===== config.mk =====
export PLATFORM = sky130hd
export DESIGN_NAME = three_axis_pid_velocity_core
export DESIGN_NICKNAME = d
export VERILOG_FILES = /design/src/rtl/pvc_pkg.sv /design/src/rtl/pvc_seq.sv /design/src/rtl/pvc_mac.sv /design/src/rtl/three_axis_pid_velocity_core.sv
export VERILOG_INCLUDE_DIRS = /design/src /design/src/rtl
export SDC_FILE = /design/constraint.sdc
export NUM_CORES = 2
export LEC_CHECK = 0
export ABC_AREA = 0
export BUFFER_PORTS_ARGS = -buffer_cell sky130_fd_sc_hd__buf_2
export CAP_MARGIN = 0
export CORE_MARGIN = 5
export CORE_UTILIZATION = 25
export CTS_CLUSTER_DIAMETER = 200
export DETAILED_ROUTE_END_ITERATION = 7
export GPL_ROUTABILITY_DRIVEN = 0
export PLACE_DENSITY = 0.4
export SLEW_MARGIN = 20
export SYNTH_ARGS = -nofsm -noshare
export SYNTH_HDL_FRONTEND = slang
export SYNTH_SLANG_ARGS = --single-unit

===== constraint.sdc =====
create_clock -name clk -period 12.6 [get_ports clk]
set_input_delay 2.52 -clock clk [delete_from_list [all_inputs] [get_ports clk]]
set_output_delay 2.52 -clock clk [all_outputs]
set_load 0.1 [all_outputs]

===== src/rtl/three_axis_pid_velocity_core_defines.svh =====
// Assertion macros shared by the PID velocity core.
`ifndef THREE_AXIS_PID_VELOCITY_CORE_DEFINES_SVH
`define THREE_AXIS_PID_VELOCITY_CORE_DEFINES_SVH
`ifndef SYNTHESIS
// Same-cycle implication, sampled on clk and disabled during reset.
`define PVC_ASSERT_IMP(lbl, ante, cons, msg) \
    lbl: assert property (@(posedge clk) disable iff (!rst_n) (ante) |-> (cons)) \
        else $error(msg);
// Next-cycle implication, sampled on clk and disabled during reset.
`define PVC_ASSERT_NXT(lbl, ante, cons, msg) \
    lbl: assert property (@(posedge clk) disable iff (!rst_n) (ante) |=> (cons)) \
        else $error(msg);
`else
`define PVC_ASSERT_IMP(lbl, ante, cons, msg)
`define PVC_ASSERT_NXT(lbl, ante, cons, msg)
`endif
`endif


===== src/rtl/pvc_pkg.sv =====
// Types, constants and the control program of the PID velocity core.
`timescale 1ns / 1ps
package pvc_pkg;

    // Program counter of the control sequencer.
    typedef logic [3:0] step_t;

    // Program layout: one pass over steps ERR..CLAMP per axis.
    localparam step_t STEP_ERR   = 4'd0;
    localparam step_t STEP_UPD   = 4'd1;
    localparam step_t STEP_DIV   = 4'd2;
    localparam step_t STEP_RATE  = 4'd3;
    localparam step_t STEP_P_HI  = 4'd4;
    localparam step_t STEP_P_LO  = 4'd5;
    localparam step_t STEP_I_HI  = 4'd6;
    localparam step_t STEP_I_LO  = 4'd7;
    localparam step_t STEP_D_HI  = 4'd8;
    localparam step_t STEP_D_LO  = 4'd9;
    localparam step_t STEP_FIN   = 4'd10;
    localparam step_t STEP_CLAMP = 4'd11;
    localparam step_t STEP_OUT   = 4'd12;
    localparam step_t STEP_IDLE  = 4'd13;
    localparam step_t STEP_LAST  = 4'd13;

    // Axis codes.
    localparam logic [1:0] AX_X   = 2'd0;
    localparam logic [1:0] AX_Y   = 2'd1;
    localparam logic [1:0] AX_YAW = 2'd2;

    // Divider runs one quotient bit per cycle over a 49-bit dividend.
    localparam logic [5:0] DIV_STEPS = 6'd49;

    // Saturation bounds.
    localparam logic signed [31:0] S32_MAX = 32'sh7FFF_FFFF;
    localparam logic signed [31:0] S32_MIN = 32'sh8000_0000;
    localparam logic signed [47:0] S48_MAX = 48'sh7FFF_FFFF_FFFF;
    localparam logic signed [47:0] S48_MIN = 48'sh8000_0000_0000;

    // Register reset values.
    localparam logic [31:0] RST_LIN_P   = 32'd8388608;
    localparam logic [31:0] RST_LIN_I   = 32'd1678;
    localparam logic [31:0] RST_LIN_D   = 32'd167772;
    localparam logic [31:0] RST_ANG_P   = 32'd1677722;
    localparam logic [31:0] RST_ANG_I   = 32'd1678;
    localparam logic [31:0] RST_ANG_D   = 32'd167772;
    localparam logic [30:0] RST_LIN_LIM = 31'd32768;
    localparam logic [30:0] RST_ANG_LIM = 31'd150733;

    // Configuration register indexes.
    typedef enum logic [2:0] {
        CFG_LIN_P   = 3'd0,
        CFG_LIN_I   = 3'd1,
        CFG_LIN_D   = 3'd2,
        CFG_ANG_P   = 3'd3,
        CFG_ANG_I   = 3'd4,
        CFG_ANG_D   = 3'd5,
        CFG_LIN_LIM = 3'd6,
        CFG_ANG_LIM = 3'd7
    } cfg_idx_t;

    // Datapath operation of a step.
    typedef enum logic [2:0] {
        OP_NOP,
        OP_LOAD,
        OP_ERR,
        OP_UPD,
        OP_DIV,
        OP_RATE,
        OP_CLAMP,
        OP_OUT
    } dp_op_t;

    // Multiplier half: upper signed or lower unsigned 24 bits of the operand.
    typedef enum logic [1:0] {
        MUL_NONE,
        MUL_HI,
        MUL_LO
    } mul_op_t;

    // Multiplier operand source.
    typedef enum logic [1:0] {
        OPS_ERR,
        OPS_SUM,
        OPS_RATE
    } opsel_t;

    // Gain source.
    typedef enum logic [1:0] {
        GAIN_P,
        GAIN_I,
        GAIN_D
    } gsel_t;

    // Accumulator operation.
    typedef enum logic [1:0] {
        ACC_HOLD,
        ACC_CLR,
        ACC_FULL,
        ACC_SHIFT
    } acc_op_t;

    // Jump conditions: when true the sequencer goes to the target step.
    typedef enum logic [2:0] {
        JC_NEXT,
        JC_ALWAYS,
        JC_WAIT_IN,
        JC_DIV_BUSY,
        JC_AX_MORE,
        JC_OUT_BUSY
    } jcond_t;

    // One control word of the program.
    typedef struct packed {
        dp_op_t  dp;
        mul_op_t mul;
        opsel_t  opsel;
        gsel_t   gsel;
        acc_op_t acc;
        jcond_t  jc;
        step_t   target;
    } ctrl_t;

    // Status fed back from the datapath to the sequencer.
    typedef struct packed {
        logic in_valid;
        logic div_busy;
        logic ax_more;
        logic out_busy;
    } seq_cond_t;

    // Builds a control word.
    function automatic ctrl_t cw(input dp_op_t dp, input mul_op_t mul, input opsel_t opsel,
                                 input gsel_t gsel, input acc_op_t acc, input jcond_t jc,
                                 input step_t target);
        ctrl_t w;
        w.dp     = dp;
        w.mul    = mul;
        w.opsel  = opsel;
        w.gsel   = gsel;
        w.acc    = acc;
        w.jc     = jc;
        w.target = target;
        return w;
    endfunction

    // Control store.
    function automatic ctrl_t ctrl_rom(input step_t step);
        ctrl_t w;
        unique case (step)
            STEP_ERR:   w = cw(OP_ERR, MUL_NONE, OPS_ERR, GAIN_P, ACC_HOLD, JC_NEXT,
                               STEP_ERR);
            STEP_UPD:   w = cw(OP_UPD, MUL_NONE, OPS_ERR, GAIN_P, ACC_HOLD, JC_NEXT,
                               STEP_ERR);
            STEP_DIV:   w = cw(OP_DIV, MUL_NONE, OPS_ERR, GAIN_P, ACC_HOLD, JC_DIV_BUSY,
                               STEP_DIV);
            STEP_RATE:  w = cw(OP_RATE, MUL_NONE, OPS_ERR, GAIN_P, ACC_CLR, JC_NEXT,
                               STEP_ERR);
            STEP_P_HI:  w = cw(OP_NOP, MUL_HI, OPS_ERR, GAIN_P, ACC_HOLD, JC_NEXT,
                               STEP_ERR);
            STEP_P_LO:  w = cw(OP_NOP, MUL_LO, OPS_ERR, GAIN_P, ACC_FULL, JC_NEXT,
                               STEP_ERR);
            STEP_I_HI:  w = cw(OP_NOP, MUL_HI, OPS_SUM, GAIN_I, ACC_SHIFT, JC_NEXT,
                               STEP_ERR);
            STEP_I_LO:  w = cw(OP_NOP, MUL_LO, OPS_SUM, GAIN_I, ACC_FULL, JC_NEXT,
                               STEP_ERR);
            STEP_D_HI:  w = cw(OP_NOP, MUL_HI, OPS_RATE, GAIN_D, ACC_SHIFT, JC_NEXT,
                               STEP_ERR);
            STEP_D_LO:  w = cw(OP_NOP, MUL_LO, OPS_RATE, GAIN_D, ACC_FULL, JC_NEXT,
                               STEP_ERR);
            STEP_FIN:   w = cw(OP_NOP, MUL_NONE, OPS_ERR, GAIN_P, ACC_SHIFT, JC_NEXT,
                               STEP_ERR);
            STEP_CLAMP: w = cw(OP_CLAMP, MUL_NONE, OPS_ERR, GAIN_P, ACC_HOLD, JC_AX_MORE,
                               STEP_ERR);
            STEP_OUT:   w = cw(OP_OUT, MUL_NONE, OPS_ERR, GAIN_P, ACC_HOLD, JC_OUT_BUSY,
                               STEP_OUT);
            STEP_IDLE:  w = cw(OP_LOAD, MUL_NONE, OPS_ERR, GAIN_P, ACC_HOLD, JC_WAIT_IN,
                               STEP_IDLE);
            default:    w = cw(OP_NOP, MUL_NONE, OPS_ERR, GAIN_P, ACC_HOLD, JC_ALWAYS,
                               STEP_IDLE);
        endcase
        return w;
    endfunction

endpackage


===== src/rtl/pvc_seq.sv =====
// Control sequencer: step counter, control store and conditional jumps.
`timescale 1ns / 1ps
module pvc_seq
    import pvc_pkg::*;
(
    input  logic      clk,
    input  logic      rst_n,
    input  seq_cond_t cond,
    output ctrl_t     ctrl
);

    step_t pc_reg;
    step_t pc_next;
    logic  take;

    // Control word of the current step.
    assign ctrl = ctrl_rom(pc_reg);

    // Jump condition and next step.
    always_comb
    begin
        unique case (ctrl.jc)
            JC_NEXT:     take = 1'b0;
            JC_ALWAYS:   take = 1'b1;
            JC_WAIT_IN:  take = !cond.in_valid;
            JC_DIV_BUSY: take = cond.div_busy;
            JC_AX_MORE:  take = cond.ax_more;
            JC_OUT_BUSY: take = cond.out_busy;
            default:     take = 1'b0;
        endcase
        if (take)
        begin
            pc_next = ctrl.target;
        end
        else if (pc_reg == STEP_LAST)
        begin
            pc_next = STEP_ERR;
        end
        else
        begin
            pc_next = pc_reg + 4'd1;
        end
    end

    // Step counter.
    always_ff @(posedge clk or negedge rst_n)
    begin
        if (!rst_n)
        begin
            pc_reg <= STEP_IDLE;
        end
        else
        begin
            pc_reg <= pc_next;
        end
    end

endmodule


===== src/rtl/pvc_mac.sv =====
// Shared multiply-accumulate unit for the gain products.
`timescale 1ns / 1ps
module pvc_mac
    import pvc_pkg::*;
(
    input  logic                clk,
    input  mul_op_t             mul_op,
    input  acc_op_t             acc_op,
    input  logic signed [47:0]  operand,
    input  logic        [31:0]  gain,
    output logic signed [59:0]  acc
);

    logic signed [24:0] mul_a;
    logic signed [32:0] mul_b;
    logic signed [57:0] prod_full;
    logic signed [57:0] prod_reg;
    logic signed [59:0] acc_reg;
    logic signed [59:0] acc_next;

    // Operand half: the upper half is signed, the lower half is unsigned.
    always_comb
    begin
        case (mul_op)
            MUL_HI:  mul_a = {operand[47], operand[47:24]};
            MUL_LO:  mul_a = {1'b0, operand[23:0]};
            default: mul_a = 25'sd0;
        endcase
    end

    assign mul_b     = {1'b0, gain};
    assign prod_full = mul_a * mul_b;

    // Product register.
    always_ff @(posedge clk)
    begin
        prod_reg <= prod_full;
    end

    // Accumulator: the upper-half product counts in full, the lower-half
    // product is floored by the gain's 24 fraction bits.
    always_comb
    begin
        case (acc_op)
            ACC_CLR:   acc_next = 60'sd0;
            ACC_FULL:  acc_next = acc_reg + {{2{prod_reg[57]}}, prod_reg};
            ACC_SHIFT: acc_next = acc_reg + {{26{prod_reg[57]}}, prod_reg[57:24]};
            default:   acc_next = acc_reg;
        endcase
    end

    always_ff @(posedge clk)
    begin
        acc_reg <= acc_next;
    end

    assign acc = acc_reg;

endmodule


===== src/rtl/three_axis_pid_velocity_core.sv =====
// Top level of the three-axis PID velocity core with output clamp.
// Each word runs the x, y and yaw axis steps in turn, then the output step; no new word
// is accepted before the output step loads the output register. Each axis passes in turn
// through the shared one-bit-per-cycle rate divider.
// Reset clears the errors, sums and handshakes and loads the register defaults.
`timescale 1ns / 1ps
`include "three_axis_pid_velocity_core_defines.svh"
module three_axis_pid_velocity_core
    import pvc_pkg::*;
(
    input  logic               clk,
    input  logic               rst_n,
    input  logic               cfg_we,
    input  logic        [2:0]  cfg_addr,
    input  logic        [31:0] cfg_data,
    input  logic               in_valid,
    output logic               in_ready,
    input  logic signed [31:0] goal_x,
    input  logic signed [31:0] goal_y,
    input  logic signed [31:0] goal_yaw,
    input  logic signed [31:0] meas_x,
    input  logic signed [31:0] meas_y,
    input  logic signed [31:0] meas_yaw,
    input  logic        [30:0] step_time,
    output logic               out_valid,
    input  logic               out_ready,
    output logic signed [31:0] vel_x,
    output logic signed [31:0] vel_y,
    output logic signed [31:0] vel_yaw,
    output logic               zero_time
);

    // Configuration registers.
    logic [31:0] lin_p_reg, lin_i_reg, lin_d_reg;
    logic [31:0] ang_p_reg, ang_i_reg, ang_d_reg;
    logic [30:0] lin_lim_reg, ang_lim_reg;

    // Latched input word and axis counter.
    logic signed [31:0] goal_reg [3];
    logic signed [31:0] meas_reg [3];
    logic        [30:0] dt_reg;
    logic        [1:0]  ax_reg;

    // Per-axis controller state.
    logic signed [31:0] last_reg [3];
    logic signed [47:0] sum_reg  [3];

    // Working registers.
    logic signed [31:0] err_reg;
    logic        [30:0] rem_reg;
    logic        [48:0] num_reg;
    logic               neg_reg;
    logic        [5:0]  div_cnt_reg;
    logic signed [47:0] rate_reg;
    logic signed [31:0] velw_reg [3];

    // Output register.
    logic signed [31:0] vel_x_reg, vel_y_reg, vel_yaw_reg;
    logic               zero_reg;
    logic               out_valid_reg;

    ctrl_t     ctrl;
    seq_cond_t cond;
    logic      in_fire;

    logic signed [31:0] goal_sel, meas_sel, last_sel;
    logic signed [47:0] sum_sel;
    logic signed [32:0] err_wide;
    logic signed [31:0] err_sat;
    logic signed [48:0] sum_wide;
    logic signed [47:0] sum_sat;
    logic signed [32:0] dif;
    logic        [32:0] dif_mag;
    logic        [31:0] trial;
    logic        [31:0] div_sub;
    logic               div_ge;
    logic        [49:0] q_wide;
    logic signed [47:0] rate_sat;
    logic signed [47:0] operand;
    logic        [31:0] gain;
    logic               is_yaw;
    logic        [30:0] lim_sel;
    logic signed [59:0] lim_pos, lim_neg;
    logic signed [59:0] acc;
    logic signed [31:0] clamp_val;

    // Sequencer and multiply-accumulate unit.
    pvc_seq u_seq
    (
        .clk   (clk),
        .rst_n (rst_n),
        .cond  (cond),
        .ctrl  (ctrl)
    );

    pvc_mac u_mac
    (
        .clk     (clk),
        .mul_op  (ctrl.mul),
        .acc_op  (ctrl.acc),
        .operand (operand),
        .gain    (gain),
        .acc     (acc)
    );

    // Handshakes and sequencer status.
    assign in_ready      = (ctrl.dp == OP_LOAD);
    assign in_fire       = in_valid && in_ready;
    assign cond.in_valid = in_valid;
    assign cond.div_busy = (div_cnt_reg != 6'd1);
    assign cond.ax_more  = (ax_reg != AX_YAW);
    assign cond.out_busy = out_valid_reg && !out_ready;

    assign is_yaw   = (ax_reg == AX_YAW);
    assign goal_sel = goal_reg[ax_reg];
    assign meas_sel = meas_reg[ax_reg];
    assign last_sel = last_reg[ax_reg];
    assign sum_sel  = sum_reg[ax_reg];

    // Error, saturated to 32 bits.
    always_comb
    begin
        err_wide = {goal_sel[31], goal_sel} - {meas_sel[31], meas_sel};
        if (err_wide[32] != err_wide[31])
        begin
            err_sat = err_wide[32] ? S32_MIN : S32_MAX;
        end
        else
        begin
            err_sat = err_wide[31:0];
        end
    end

    // Running sum, saturated to 48 bits, and the error difference.
    always_comb
    begin
        sum_wide = {sum_sel[47], sum_sel} + {{17{err_reg[31]}}, err_reg};
        if (sum_wide[48] != sum_wide[47])
        begin
            sum_sat = sum_wide[48] ? S48_MIN : S48_MAX;
        end
        else
        begin
            sum_sat = sum_wide[47:0];
        end
        dif     = {err_reg[31], err_reg} - {last_sel[31], last_sel};
        dif_mag = dif[32] ? (33'd0 - dif) : dif;
    end

    // One restoring division step on magnitudes.
    assign trial   = {rem_reg, num_reg[48]};
    assign div_ge  = (trial >= {1'b0, dt_reg});
    assign div_sub = trial - {1'b0, dt_reg};

    // Signed quotient truncated toward zero, saturated to 48 bits.
    always_comb
    begin
        q_wide = neg_reg ? (50'd0 - {1'b0, num_reg}) : {1'b0, num_reg};
        if ((q_wide[49:47] == 3'b000) || (q_wide[49:47] == 3'b111))
        begin
            rate_sat = q_wide[47:0];
        end
        else
        begin
            rate_sat = q_wide[49] ? S48_MIN : S48_MAX;
        end
    end

    // Multiplier operand and gain selection.
    always_comb
    begin
        case (ctrl.opsel)
            OPS_SUM:  operand = sum_sel;
            OPS_RATE: operand = rate_reg;
            default:  operand = {{16{err_reg[31]}}, err_reg};
        endcase
        case (ctrl.gsel)
            GAIN_I:  gain = is_yaw ? ang_i_reg : lin_i_reg;
            GAIN_D:  gain = is_yaw ? ang_d_reg : lin_d_reg;
            default: gain = is_yaw ? ang_p_reg : lin_p_reg;
        endcase
    end

    // Output clamp to plus or minus the axis limit.
    always_comb
    begin
        lim_sel = is_yaw ? ang_lim_reg : lin_lim_reg;
        lim_pos = {29'd0, lim_sel};
        lim_neg = 60'sd0 - lim_pos;
        if (acc > lim_pos)
        begin
            clamp_val = {1'b0, lim_sel};
        end
        else if (acc < lim_neg)
        begin
            clamp_val = 32'd0 - {1'b0, lim_sel};
        end
        else
        begin
            clamp_val = acc[31:0];
        end
    end

    // Configuration writes.
    always_ff @(posedge clk or negedge rst_n)
    begin
        if (!rst_n)
        begin
            lin_p_reg   <= RST_LIN_P;
            lin_i_reg   <= RST_LIN_I;
            lin_d_reg   <= RST_LIN_D;
            ang_p_reg   <= RST_ANG_P;
            ang_i_reg   <= RST_ANG_I;
            ang_d_reg   <= RST_ANG_D;
            lin_lim_reg <= RST_LIN_LIM;
            ang_lim_reg <= RST_ANG_LIM;
        end
        else if (cfg_we)
        begin
            unique case (cfg_idx_t'(cfg_addr))
                CFG_LIN_P:   lin_p_reg   <= cfg_data;
                CFG_LIN_I:   lin_i_reg   <= cfg_data;
                CFG_LIN_D:   lin_d_reg   <= cfg_data;
                CFG_ANG_P:   ang_p_reg   <= cfg_data;
                CFG_ANG_I:   ang_i_reg   <= cfg_data;
                CFG_ANG_D:   ang_d_reg   <= cfg_data;
                CFG_LIN_LIM: lin_lim_reg <= cfg_data[30:0];
                CFG_ANG_LIM: ang_lim_reg <= cfg_data[30:0];
                default:     ;
            endcase
        end
    end

    // Input word latch.
    always_ff @(posedge clk)
    begin
        if (in_fire)
        begin
            goal_reg[AX_X]   <= goal_x;
            goal_reg[AX_Y]   <= goal_y;
            goal_reg[AX_YAW] <= goal_yaw;
            meas_reg[AX_X]   <= meas_x;
            meas_reg[AX_Y]   <= meas_y;
            meas_reg[AX_YAW] <= meas_yaw;
            dt_reg           <= step_time;
        end
    end

    // Axis counter and divider step count.
    always_ff @(posedge clk or negedge rst_n)
    begin
        if (!rst_n)
        begin
            ax_reg      <= AX_X;
            div_cnt_reg <= 6'd0;
        end
        else
        begin
            if (in_fire)
            begin
                ax_reg <= AX_X;
            end
            else if ((ctrl.dp == OP_CLAMP) && cond.ax_more)
            begin
                ax_reg <= ax_reg + 2'd1;
            end
            if (ctrl.dp == OP_UPD)
            begin
                div_cnt_reg <= DIV_STEPS;
            end
            else if (ctrl.dp == OP_DIV)
            begin
                div_cnt_reg <= div_cnt_reg - 6'd1;
            end
        end
    end

    // Last errors and running sums.
    always_ff @(posedge clk or negedge rst_n)
    begin
        if (!rst_n)
        begin
            for (int i = 0; i < 3; i++)
            begin
                last_reg[i] <= 32'sd0;
                sum_reg[i]  <= 48'sd0;
            end
        end
        else if (ctrl.dp == OP_UPD)
        begin
            last_reg[ax_reg] <= err_reg;
            sum_reg[ax_reg]  <= sum_sat;
        end
    end

    // Error, divider, rate and per-axis result registers.
    always_ff @(posedge clk)
    begin
        if (ctrl.dp == OP_ERR)
        begin
            err_reg <= err_sat;
        end
        if (ctrl.dp == OP_UPD)
        begin
            rem_reg <= 31'd0;
            num_reg <= {dif_mag, 16'd0};
            neg_reg <= dif[32];
        end
        else if (ctrl.dp == OP_DIV)
        begin
            rem_reg <= div_ge ? div_sub[30:0] : trial[30:0];
            num_reg <= {num_reg[47:0], div_ge};
        end
        if (ctrl.dp == OP_RATE)
        begin
            rate_reg <= (dt_reg == 31'd0) ? 48'sd0 : rate_sat;
        end
        if (ctrl.dp == OP_CLAMP)
        begin
            velw_reg[ax_reg] <= clamp_val;
        end
    end

    // Output word register.
    always_ff @(posedge clk)
    begin
        if ((ctrl.dp == OP_OUT) && !cond.out_busy)
        begin
            vel_x_reg   <= velw_reg[AX_X];
            vel_y_reg   <= velw_reg[AX_Y];
            vel_yaw_reg <= velw_reg[AX_YAW];
            zero_reg    <= (dt_reg == 31'd0);
        end
    end

    always_ff @(posedge clk or negedge rst_n)
    begin
        if (!rst_n)
        begin
            out_valid_reg <= 1'b0;
        end
        else if ((ctrl.dp == OP_OUT) && !cond.out_busy)
        begin
            out_valid_reg <= 1'b1;
        end
        else if (out_ready)
        begin
            out_valid_reg <= 1'b0;
        end
    end

    assign out_valid = out_valid_reg;
    assign vel_x     = vel_x_reg;
    assign vel_y     = vel_y_reg;
    assign vel_yaw   = vel_yaw_reg;
    assign zero_time = zero_reg;

    // Checks on the sequencing.
    `PVC_ASSERT_NXT(a_busy_after_accept, in_fire, !in_ready, "input taken while busy")
    `PVC_ASSERT_IMP(a_div_count, ctrl.dp == OP_DIV, div_cnt_reg != 6'd0, "divider overrun")
    `PVC_ASSERT_NXT(a_last_axis_out, (ctrl.dp == OP_CLAMP) && !cond.ax_more, ctrl.dp == OP_OUT, "missed output step")
    `PVC_ASSERT_NXT(a_zero_rate, (ctrl.dp == OP_RATE) && (dt_reg == 31'd0), rate_reg == 48'sd0, "rate not zero for zero step time")

endmodule


==> impl_metrics.csv <==
group,metric,value,unit
floorplan,chipHeight,611,um
setup_path,crit_path_end_kind,"register",
power_and_ir_drop,power_leakage,45.4,nW
timing,tns,0,ps
floorplan,rows,220,
clock_network,htreeDepth,4,
routing,post_drt_wl_per_cell,22.6,um
routing,drc,0,
timing,hold_violations,0,
timing,slew_violations,0,
setup_path,startpoint_type,"register",
global_routing,grt_pass1_vias,72194,
layout,num-fill-cells,37744,
floorplan,die-area,374000,sq um
routing,wl_met2,159,mm
routing,drtAntennaViolNets,0,
power_and_ir_drop,p_total,10.1,mW
routing,drtIter0Drc,4975,
logic_synthesis,synth_top_area_share,19.6,%
floorplan,design.portCount,362,
global_routing,antenna_found_initial,33,
floorplan,core_area,359000,sq um
timing,min_period,10870,ps
global_routing,grt_max_degree,173,
timing,setup_ws,1730,ps
logic_synthesis,synthTopCellsByArea,"edfxtp_1, fa_1, dfrtp_1, ha_1, nand2_1",
logic_synthesis,synthCells,9236,
setup_path,max_stage_delay,910,ps
placement,portBuffers,361,
routing,met3_length,15.6,mm
logic_synthesis,syn_nets,10718,
logic_synthesis,postSynthAreaPerCell,9.78,sq um
run,drv_cap,0,
timing,fin_skew,74.4,ps
setup_path,r2r-start,"u_seq.pc_reg[3]$_DFF_PN1_",
routing,routedLengthMet1,140,mm
global_routing,grt_usage,17.0,%
routing,viasPerCell,4.82,
routing,num_vias,69265,
setup_path,cp.arrival,11590,ps
timing,slew_headroom,17.9,%
setup_path,criticalPathCategory,"register to register",
timing,fmax,92.0,MHz
logic_synthesis,synth_seq_cells,1202,
placement,dp_slack,1800,ps
clock_network,post_cts_resized,0,
layout,fin_nets,10951,
logic_synthesis,async_reset_ff_share,42.2,%
power_and_ir_drop,p_per_area,97.2,nW/um^2
clock_network,clockBufferDepth,4,
clock_network,cts_hold_buf,0,
layout,final_util,28.8,%
clock_network,clock_latency,840,ps
clock_network,cts_buffers,150,
clock_network,post_cts_buffers,0,
clock_network,cts.clk_slew.worst_paths,70,ps
timing,setup_viol,0,
timing,fin_crit_sh,86.2,%
routing,dr.pass1.iters,6,
floorplan,die-width,611,um
worst_hold_path,min_from,"velw_reg[2][15]$_DFFE_PP_",
setup_path,path_max_fanout,33,
clock_network,cts_tree,"done",
timing,worstMarginPinSlew,1230,ps
global_routing,gr-total-overflow,0,
setup_path,cp_slowest_cell,"nor2_2",
logic_synthesis,synth_edf_count,590,
layout,layout-drive-gt1-share,13.3,%
setup_path,crit_start,"u_seq.pc_reg[3]$_DFF_PN1_",
global_routing,grt_pass1_wl,483,mm
logic_synthesis,yosysWarnings,0,
logic_synthesis,synth_flop_cell,"edfxtp_1",
setup_path,cpMostUsedCell,"fa_1",
layout,area_delta_synth_final,14.5,%
worst_hold_path,worstHoldPathType,"register to register",
setup_path,cp.required,13320,ps
logic_synthesis,synth_area,90400,sq um
logic_synthesis,synth_cell_types,109,
status,run_status,"finished clean",
layout,largest_reg_flops,144,
logic_synthesis,seq_area_frac_synth,36.1,%
power_and_ir_drop,peakVddDrop,0.0000896,V
clock_network,cts_num_sinks,1202,
floorplan,start_util,25.1,%
timing,grt_setup_unrepaired,"false",
timing,hold_slack,394,ps
routing,drt-total-wl,325,mm
logic_synthesis,synth.largest_area_cell,"edfxtp_1",
routing,top_layer,"met5",
placement,hpwl,247,mm
clock_network,clockRootBuffer,"clkbuf_16",
[critical path, delay by kind of cell (launching register included)]
kind / cells / cell delay [ps]
AO/OA/AOI/OAI: 8 / 1910
adder cells (fa/ha/maj): 9 / 4790
buffers and inverters: 7 / 950
AND/OR/NAND/NOR: 9 / 2370
flip-flops: 1 / 690
[layout by cell type (no fill, tap or decap), types with 228 or more instances in the layout]
master / n
fa_1: 692
nand2_1: 1325
o21ai_0: 395
dfrtp_1: 448
buf_2: 360
mux2_2: 275
a21oi_1: 489
nor2_1: 757
mux2i_1: 228
edfxtp_1: 590
inv_1: 939
ha_1: 526
[routing by layer]
| layer | GRT usage, % | vias up |
|---|---|---|
| li1 | - | 31965 |
| met4 | 5.01 | 36 |
| met1 | 21.7 | 35020 |
| met3 | 2.56 | 483 |
| met2 | 29.5 | 1761 |
| met5 | 0 | - |
[cells in the mapped netlist, types with 41 or more instances]
master	count
xor2_1	156
a211oi_1	45
nand4_1	70
and2_1	62
mux2_2	275
nand3_1	111
nor2_1	760
and3_1	44
a21oi_1	505
mux2i_1	228
nor3_1	78
nand2_1	1332
dfxtp_1	105
dfstp_2	57
fa_1	692
o211ai_1	98
o21ai_1	47
nand2b_1	74
xnor2_1	156
edfxtp_1	590
a21o_1	205
clkbuf_1	377
o21ai_0	396
o31ai_1	69
o21a_1	41
ha_1	527
buf_1	57
inv_1	939
dfrtp_1	450
[report_power, final]
part / switching, mW / total [mW] / internal (mW)
logic: 0.760 / 1.16 / 0.396
clock network: 1.80 / 4.48 / 2.68
registers: 0.0938 / 4.43 / 4.33
total: 2.65 / 10.1 / 7.40
[cell families (layout without fill, tap and decap cells)]
family,Yosys count,count (layout),synth area share (%)
buffers and inverters,1416,1766,5.99
XOR/XNOR,312,312,3.02
AO/OA/AOI/OAI,1838,1838,13.1
flip-flops,1202,1202,36.1
other,0,9,0
AND/OR/NAND/NOR,2734,2734,13.1
multiplexers,503,503,5.95
adder cells (fa/ha/maj),1231,1231,22.8
[cell type report]
cell class,instances,area [sq um],share of cell area (%)
Tap cell,4773,5970,5.77
Clock buffer,192,4030,3.90
Antenna cell,9,22.5,0.0218
Inverter,941,3530,3.41
Sequential cell,1202,32600,31.5
Timing Repair Buffer,556,3380,3.26
Multi-Input combinational cell,6618,52900,51.2
Clock inverter,77,1000,0.971
[per-stage QoR]
| stage | cell area [sq um] | std cells |
|---|---|---|
| 3_3_place_gp | 98300 | 14089 |
| 2_1_floorplan | 90400 | 9236 |
| 4_1_cts | 103000 | 14358 |
| 3_5_place_dp | 98400 | 14089 |
| 5_1_grt | 103000 | 14361 |
| 6_report | 103000 | 14368 |
[worst paths after layout]
kind / slack, ps / to / cells past startpoint
worst max-delay path: 1730 / u_mac.prod_reg[52]$_DFF_P_ / 33
worst min-delay path: 390 / vel_yaw[15]$_DFFE_PP_ / 0
worst max register to register: 1730 / u_mac.prod_reg[52]$_DFF_P_ / 33
worst min register to register: 390 / vel_yaw[15]$_DFFE_PP_ / 0
max in group asynchronous: 8340 / ang_lim_reg[4]$_DFFE_PN0P_ / 4
min in group asynchronous: 1750 / sum_reg[118]$_DFFE_PN0P_ / 1
Note: power is estimated with default switching activity, not from simulation.
